**src/sv/tdtf_pkg.sv**
```systemverilog
// types and constants shared by the depth-tested fragment core
`default_nettype none
package tdtf_pkg;
   localparam int DefaultWidth  = 800;
   localparam int DefaultHeight = 800;
   localparam logic signed [15:0] DepthFloor = 16'sh8000;

   typedef struct packed {
      logic [9:0]         vertex_a_x;
      logic [9:0]         vertex_a_y;
      logic signed [15:0] vertex_a_z;
      logic [9:0]         vertex_b_x;
      logic [9:0]         vertex_b_y;
      logic signed [15:0] vertex_b_z;
      logic [9:0]         vertex_c_x;
      logic [9:0]         vertex_c_y;
      logic signed [15:0] vertex_c_z;
      logic [9:0]         pixel_x;
      logic [9:0]         pixel_y;
      logic [8:0]         intensity;
   } req_type;

   typedef struct packed {
      logic               drawn;
      logic [9:0]         out_x;
      logic [9:0]         out_y;
      logic [7:0]         shade;
      logic signed [15:0] new_depth;
   } rsp_type;
endpackage
`default_nettype wire

```
**src/sv/tdtf_div.sv**
```systemverilog
// restoring divider: floor quotient of a 40-bit signed numerator by a positive 21-bit divisor, low 16 bits out
`default_nettype none
module tdtf_div import tdtf_pkg::*; (
   input  wire logic               clock,
   input  wire logic               reset,
   input  wire logic               go,
   input  wire logic signed [39:0] num,
   input  wire logic [20:0]        den,
   output logic                    done,
   output logic signed [15:0]      quo
);
   logic [39:0] mag_ff, mag_in;
   logic [39:0] q_ff, q_in;
   logic [21:0] rem_ff, rem_in;
   logic [20:0] den_ff;
   logic        neg_ff;
   logic [5:0]  cnt_ff;
   logic        run_ff;
   logic [21:0] trial;
   logic [40:0] qs;

   always_comb begin
      trial  = {rem_ff[20:0], mag_ff[39]};
      mag_in = {mag_ff[38:0], 1'b0};
      if (trial >= {1'b0, den_ff}) begin
         rem_in = trial - {1'b0, den_ff};
         q_in   = {q_ff[38:0], 1'b1};
      end else begin
         rem_in = trial;
         q_in   = {q_ff[38:0], 1'b0};
      end
      // floor for negative numerator: -(q) minus one if remainder nonzero
      if (neg_ff) qs = -{1'b0, q_ff} - ((rem_ff != '0) ? 41'd1 : 41'd0);
      else        qs = {1'b0, q_ff};
      quo = qs[15:0];
   end

   always_ff @(posedge clock) begin
      if (reset) begin
         run_ff <= 1'b0;
         done   <= 1'b0;
         cnt_ff <= '0;
      end else begin
         done <= 1'b0;
         if (go) begin
            run_ff <= 1'b1;
            cnt_ff <= 6'd40;
            neg_ff <= num[39];
            mag_ff <= num[39] ? 40'(-num) : 40'(num);
            den_ff <= den;
            rem_ff <= '0;
            q_ff   <= '0;
         end else if (run_ff) begin
            mag_ff <= mag_in;
            rem_ff <= rem_in;
            q_ff   <= q_in;
            cnt_ff <= cnt_ff - 6'd1;
            if (cnt_ff == 6'd1) begin
               run_ff <= 1'b0;
               done   <= 1'b1;
            end
         end
      end
   end
endmodule
`default_nettype wire

```
**config.mk**
```make
export PLATFORM = sky130hd
export DESIGN_NAME = tdtf_div
export DESIGN_NICKNAME = d
export VERILOG_FILES = /design/src/sv/tdtf_pkg.sv /design/src/sv/tdtf_div.sv
export SDC_FILE = /design/constraint.sdc
export NUM_CORES = 1
export LEC_CHECK = 0
export BUFFER_PORTS_ARGS = -buffer_cell sky130_fd_sc_hd__buf_4
export CAP_MARGIN = 10
export CORE_MARGIN = 2
export CORE_UTILIZATION = 35
export CTS_CLUSTER_DIAMETER = 30
export DETAILED_ROUTE_END_ITERATION = 7
export GPL_TIMING_DRIVEN = 0
export PLACE_DENSITY = 0.49
export SLEW_MARGIN = 20
export SYNTH_ARGS = -nofsm -noshare
export SYNTH_HDL_FRONTEND = slang
export SYNTH_SLANG_ARGS = --single-unit
```
**constraint.sdc**
```tcl
create_clock -name clock -period 7.3 [get_ports clock]
set_input_delay 2.19 -clock clock [delete_from_list [all_inputs] [get_ports clock]]
set_output_delay 2.19 -clock clock [all_outputs]
set_load 0.01 [all_outputs]
```
Word level (Yosys, flattened, before mapping)
Cells that the tools add are included.
Widths: inputs -> output; s select.
Operators by class
  equal/unequal tests: 1
  reduce and logical (&&, ||, !) cells: 6
  $add $sub $neg: 5
  muxes and demuxes: 15
  bitwise logic cells: 2
  $lt $le $gt $ge: 1
Operators with widths (count)
  $mux 40: 3
  $mux 22: 2
  $neg 40->40: 1
  $mux 16: 2
  $ge 22x21->1: 1
  $reduce_bool 22->1: 1
  $sub 22x21->22: 1
  $neg 16->16: 1
  $sub 16x1->16: 1
  $mux 6: 2
  $eq 6x1->1 const B: 1
  $mux 1: 6
  $sub 6x1->6 const B: 1
  $reduce_and 2->1: 2
  $reduce_or 3->1: 1
  $not 1->1: 2
  $reduce_bool 2->1: 1
  $reduce_or 2->1: 1
Word-level totals
  bits in registers: 108
  input bits: 64
  logic and storage cells: 39
  output and inout port bits: 17

Depth between registers and ports, before layout
Gate-level depths: netlist of run 1.
  depth in word-level cells: 4
  depth in mapped cells: 14
  mapped depth without buffers: 14

Worst setup path before layout of run 1
No wires, ideal clock.
  path kind: input-to-reg
  start: input go
  end: register mag_ff[0], enable pin
  data required time: 6.784 ns
  setup time: 0.516 ns
  path slack: 0.730 ns
  path buffers: 2
  arrival: 6.054 ns
  stages on the path: 4
  path through: clkbuf_1 > clkbuf_1 > nor2_1 > nor2_1
Between the ends
  word-level cells in the longest chain between the ends: 2
RTL lines
  start, declared: line tdtf_div.sv:6  | input wire logic go,
  $reduce_bool 2->1 (no source line)
  $reduce_and 2->1 (no source line)
  end signal, assigned: line tdtf_div.sv:49  | mag_ff <= num[39] ? 40'(-num) : 40'(num);
  end signal, assigned: line tdtf_div.sv:54  | mag_ff <= mag_in;
  end, declared: line tdtf_div.sv:12  | logic [39:0] mag_ff, mag_in;
No other way between the ends.
A chain may end at the register's enable or synchronous reset.

Worst setup path after layout of run 1
  start: register rem_ff[8]
  end: output quo[15]
Between the ends
  word-level cells in the longest chain between the ends: 4
RTL lines
  start, declared: line tdtf_div.sv:14  | logic [21:0] rem_ff, rem_in;
  start signal, assigned: line tdtf_div.sv:55  | rem_ff <= rem_in;
  $reduce_bool 22->1: line tdtf_div.sv:33  | if (neg_ff) qs = -{1'b0, q_ff} - ((rem_ff != '0) ? 41'd1 : 41'd0);
  $mux 1: line tdtf_div.sv:33
  $sub 16x1->16: line tdtf_div.sv:33
  $mux 16: line tdtf_div.sv:33
  end, declared: line tdtf_div.sv:10  | output logic signed [15:0] quo
No other way between the ends.

==> impl_metrics.ini, run 1 <==
[clock_tree]
cts_buffers = 9
cts_root_buf = clkbuf_16
cts_buffer_depth = 2
cts_hold_buf = 0
htree_levels = 3
numClockSinks = 108
cts_tree = done
clkSlewWorstSetupHoldPaths_ps = 80
insertion_delay_ps = 360
postCtsResizedCells = 0
post_cts_buffers = 0

[power]
p_leak_nw = 3.443
power_density_nw_per_um2 = 205.2
ir_drop_v = 0.0001105
p_total_mw = 1.766

[global_routing]
grt_start_max_net_pins = 25
grt_pass1_vias = 5913
antenna_found_initial = 0
grt-ovfl-total = 0
grt_usage = 0.1717
grt_pass1_wl_um = 30120

[timing]
tightest_slew_ps = 736.8
slew_headroom = 0.5077
grt_setup_unrepaired = no
slew_viol_final = 0
finalHoldViolCount = 0
setup_tns_ps = 0
finalSetupViolations = 0
skew_ps = 9.616
holdWs_ps = 526.8
max_freq_mhz = 154.1
finalCritPeriodShare = 0.8888
period_minus_slack_ps = 6488

[logic_synthesis]
synthArstFlopShare = 0
netlist_top_cells_count = 100 x edfxtp_1, 99 x nor2_1, 80 x a21oi_1, 49 x inv_1, 49 x xor2_1
yosysTopAreaCell = edfxtp_1
netlist.area_leader.share = 0.4125
synth_cell_types = 64
synth_cells = 775
synth_edf_count = 100
synth_ff_type = edfxtp_1
synth_seq_cells = 108
ys_warn_count = 0
synth.most_common_cell = edfxtp_1
syn_nets = 883
synth.avg_cell_area_um2 = 9.393
synth.area.top_cells = edfxtp_1 41%, ha_1 7.4%, xor2_1 5.9%, a21oi_1 5.5%, nor2_1 5.1%
ys_seq_area_frac = 0.4345
syn_area_um2 = 7279

[status]
status = completed

[routing]
drt_iter0_markers = 322
wirelength_um = 18730
routedWlPerCell_um = 16.40
drc = 0
drtAntennaViolNets = 0
dr_total_vias = 5960
via_per_inst = 5.219
first_pass_iters = 5

[setup_path]
crit_fanout = 3
worstPathArrival_ps = 4300
critPathRequiredTime_ps = 5110
r2r_slack_ps = 3990
startpoint_type = register
end_kind = output port
critical_path_class = register to output port

[layout]
antenna_cells = 0
multiInputGateArea_um2 = 3791
nFillCells = 2012
fin_nets = 975
syn_to_final_growth_pct = 18.22
post-route-util = 0.4239
regArea_um2 = 3163
drive_above_1_share = 0.1411

[floorplanning]
core_area_um2 = 20300
row_count = 52
pin_count = 81
die_h_um = 148.2
die-area_um2 = 21970
die_w_um = 148.2
initial_core_util = 0.3586

[placed_design]
place.gp.congestion = 0.9139
numPortBuffers = 78
hpwl_um = 14270

[worst_hold_path]
hold_class = register to register

[run]
cap_violations = 0
cells by family after synthesis:
logic type,Yosys count,synth area share
AO/OA/AOI/OAI,207,0.1779
XOR/XNOR,63,0.07580
adder cells (fa/ha/maj),44,0.07666
buffers and inverters,85,0.04675
flip-flops,108,0.4345
multiplexers,16,0.02252
AND/OR/NAND/NOR,252,0.1659
where the power goes:
group          switching (mW)  leakage [nW]  internal [mW]
clock network           0.244         0.157          0.276
registers              0.0250          1.02          0.737
logic                   0.278          2.27          0.206
registers in the layout (all words and copies together) (netlist names):
name	flops
neg_ff	1
mag_ff	40
q_ff	16
cnt_ff	6
rem_ff	22
den_ff	21
done	1
run_ff	1
final cells by class:
| class | instances | share of cell area |
|---|---|---|
| plain buffers | 36 | 0.01817 |
| clock buffers | 12 | 0.03228 |
| clock inverters | 4 | 0.004071 |
| inverters | 49 | 0.02137 |
| multi-input cells | 582 | 0.4405 |
| flip-flops and latches | 108 | 0.3675 |
| well taps | 270 | 0.03926 |
| repair buffers | 81 | 0.07677 |
critical path, cell delays in order, from the launching register on:
cell and delay (ps):
edfxtp_1 440, nor4_1 480, nand4_1 220, nor4_1 470, ha_1 290, ha_1 190, inv_1 70, ha_1 170
or2_2 290, a21oi_1 270, o21ai_0 170, o21bai_1 190, a31oi_1 140, mux2i_1 190, xor2_1 200, buf_4 150
cells in the final DEF, fill, tap and decap left out, drive strengths merged, types with 13 or more instances in the layout:
cell type / synthesis / routed
inv: 49 / 52
clkbuf: 24 / 36
nor3: 17 / 17
o31ai: 15 / 15
edfxtp: 100 / 100
o21ai: 45 / 45
a21oi: 80 / 80
mux2i: 13 / 13
ha: 43 / 43
buf: 12 / 93
nand2: 48 / 48
xor2: 49 / 49
nor2: 99 / 99
xnor2: 14 / 14
nand3: 18 / 18
final timing paths:
check / from / end / cells after the start
max: rem_ff[8]$_SDFFCE_PP0P_ / quo[15] / 15
min: cnt_ff[1]$_SDFFE_PP0P_ / cnt_ff[1]$_SDFFE_PP0P_ / 2
max reg2reg: den_ff[0]$_DFFE_PP_ / rem_ff[20]$_SDFFCE_PP0P_ / 9
min reg2reg: cnt_ff[1]$_SDFFE_PP0P_ / cnt_ff[1]$_SDFFE_PP0P_ / 2
metrics by stage:
| stage | area (um^2) | worst slack [ps] | instances |
|---|---|---|---|
| detailed placement | 8293 | 1105 | 1126 |
| global route | 8606 | 542.7 | 1142 |
| floorplan | 7279 | 730.1 | 775 |
| CTS | 8606 | 700.0 | 1142 |
| finish | 8606 | 811.9 | 1142 |
| global placement | 8203 | -1498 | 1123 |
per-layer routing:
layer	part of all wire	vias to the layer above	GRT usage	wire, um
li1	-	2991	-	-
met1	0.48	2845	0.2294	8941
met2	0.47	106	0.2856	8804
met3	0.041	18	0.03896	761
met4	0.012	0	0.03810	218
met5	0	-	0	0
Note: power is estimated with default switching activity, not from simulation.
==> run 2, diff against run 1 <==
Settings changed: CORE_UTILIZATION 35 to 30, PLACE_DENSITY 0.49 to 0.43.
==> run 2 against run 1 <==
Final cell count up 4.7%. Flip-flop and latch count unchanged. Sequential power is essentially flat. Sequential share of layout area down 0.29 points. Die area up 16%. Fmax is 0.74% higher. Wire length up 3.3%. Largest power group unchanged. Critical path type unchanged. Highest routed layer unchanged. Global-route usage shrank 1.7 points. Critical path depth did not move. Utilization is 6.3 points lower. Combinational power barely moved.
==> impl_metrics.ini, run 2 (synthesis results as in run 1) <==
[layout]
antenna_cells = 0
regArea_um2 = 3163
largest_register_ffs = 40
final_cell_mix = 100 x edfxtp_1, 98 x nor2_1, 80 x a21oi_1, 79 x buf_4
fin_nets = 975
final_common_cell = edfxtp_1
final_cell_count_no_fill = 1196
reg.largest.list = mag_ff x40, rem_ff x22, den_ff x21
largest_register = mag_ff
syn_to_final_growth_pct = 19.15
drive_above_1_share = 0.1411
multiInputGateArea_um2 = 3791
nFillCells = 2481

[run]
cap_violations = 0

[setup_path]
cpMostUsedCell = ha_1
r2r_cells = 10
critical_path_class = register to output port
r2r_slack_ps = 4000
worstPathArrival_ps = 4250
critPathRequiredTime_ps = 5110
crit_fanout = 3
cp_num_cells = 15
timing.rr.start = den_ff[0]$_DFFE_PP_
slowest_stage = nor4_1
startpoint_type = register
crit_buf_inv = 2
timing.rr.end = rem_ff[14]$_SDFFCE_PP0P_
critPathMaxStageDelay_ps = 510
end_kind = output port
crit_chain = nor4_1, nand4_1, nor4_1, ha_1, ha_1, inv_1, ha_1, or2_2, a21oi_1, o21ai_0, o21bai_1, a31oi_1, mux2i_1, xor2_1, buf_4
crit_family = simple AND/OR/NAND/NOR gates

[floorplanning]
row_count = 57
initial_core_util = 0.3029
die-area_um2 = 25530
core_area_um2 = 24030
pin_count = 81
die_w_um = 159.8
die_h_um = 159.8

[clock_tree]
cts_hold_buf = 0
cts_tree = done
postCtsResizedCells = 0
cts_buffers = 9
cts_root_buf = clkbuf_16
post_cts_buffers = 0
numClockSinks = 108
cts_buffer_depth = 2
clkSlewWorstSetupHoldPaths_ps = 80
htree_levels = 3
insertion_delay_ps = 360

[placed_design]
pre_cts_slack_ps = 1162
hpwl_um = 14240
placed_cells = 1180
place.gp.congestion = 0.8253
numPortBuffers = 78

[status]
status = completed

[worst_hold_path]
hold_class = register to register
holdPathStages = 2
min_to = cnt_ff[1]$_SDFFE_PP0P_
hp-start = cnt_ff[1]$_SDFFE_PP0P_

[timing]
tightest_slew_ps = 753.5
finalHoldViolCount = 0
worst_slack_ps = 859.4
slew_viol_final = 0
grt_setup_unrepaired = no
skew_ps = 6.663
finalCritPeriodShare = 0.8823
period_minus_slack_ps = 6441
holdWs_ps = 501.5
slew_headroom = 0.4966
finalSetupViolations = 0
max_freq_mhz = 155.3

[power]
power_density_nw_per_um2 = 205.6
ir_drop_v = 0.0001064
p_leak_nw = 3.441

[routing]
dr_total_vias = 5887
via_per_inst = 4.922
drt_iter0_markers = 357
drtAntennaViolNets = 0
first_pass_iters = 5
routedWlPerCell_um = 16.17
wirelength_um = 19340
drc = 0

[global_routing]
grt_usage = 0.1548
grt_pass1_wl_um = 31560
grt_pass1_vias = 5872
antenna_found_initial = 0
grt-ovfl-total = 0
grt_start_max_net_pins = 24
[run 2: cell count changes in the layout (fill, tap and decap cells not counted)]
cell / change
buf_12: +1
buf_16: -1
bufinv_16: +1
clkbuf_16: -1
clkinv_4: +1
inv_4: -1
[run 2: worst max path at each step]
stage | start | end
final | rem_ff[8]$_SDFFCE_PP0P_ | quo[15]
after global routing | rem_ff[8]$_SDFFCE_PP0P_ | quo[15]
after CTS | rem_ff[8]$_SDFFCE_PP0P_ | quo[15]
after detailed placement | rem_ff[8]$_SDFFCE_PP0P_ | quo[15]
after global placement | go | rem_ff[6]$_SDFFCE_PP0P_
after floorplan | go | mag_ff[0]$_SDFFCE_PN0P_
[run 2: report_power, final]
part	switching [mW]	internal (mW)	total, mW
Clock	0.249	0.291	0.539
Sequential	0.0253	0.737	0.762
Combinational	0.277	0.205	0.482
Total	0.550	1.23	1.78
[run 2: metal layers]
layer | GRT usage | part of all wire | up-vias
met5 | 0 | 0 | -
met4 | 0.02662 | 0.0067 | 0
met3 | 0.03091 | 0.036 | 9
met2 | 0.2576 | 0.47 | 103
met1 | 0.2118 | 0.49 | 2773
li1 | - | - | 3002
[run 2: layout make-up]
class                      instances  share of cell area
buffer                            36             0.01803
clock buffer                      11             0.02914
clock inverter                     5            0.007790
inverter                          49             0.02121
multi-input combinational        582              0.4371
sequential                       108              0.3647
tap                              324             0.04674
timing repair buffer              81             0.07530
[run 2: stage by stage]
stage	power, mW	setup TNS (ps)	utilization	cell area, um^2
4_1_cts	1.806	0	0.3609	8673
6_report	1.783	0	0.3609	8673
2_1_floorplan	1.101	0	-	7279
5_1_grt	1.892	0	0.3609	8673
3_3_place_gp	1.259	-134150	0.3441	8270
3_5_place_dp	1.259	0	0.3475	8353
[run 2: worst reg2reg max path, delay by kind of cell (launching register included)]
family | cells | cell delay (ps)
buf+inv | 1 | 330
fa+ha+maj | 2 | 630
mux | 1 | 220
flops | 1 | 400
simple gates | 3 | 490
compound gates | 3 | 940
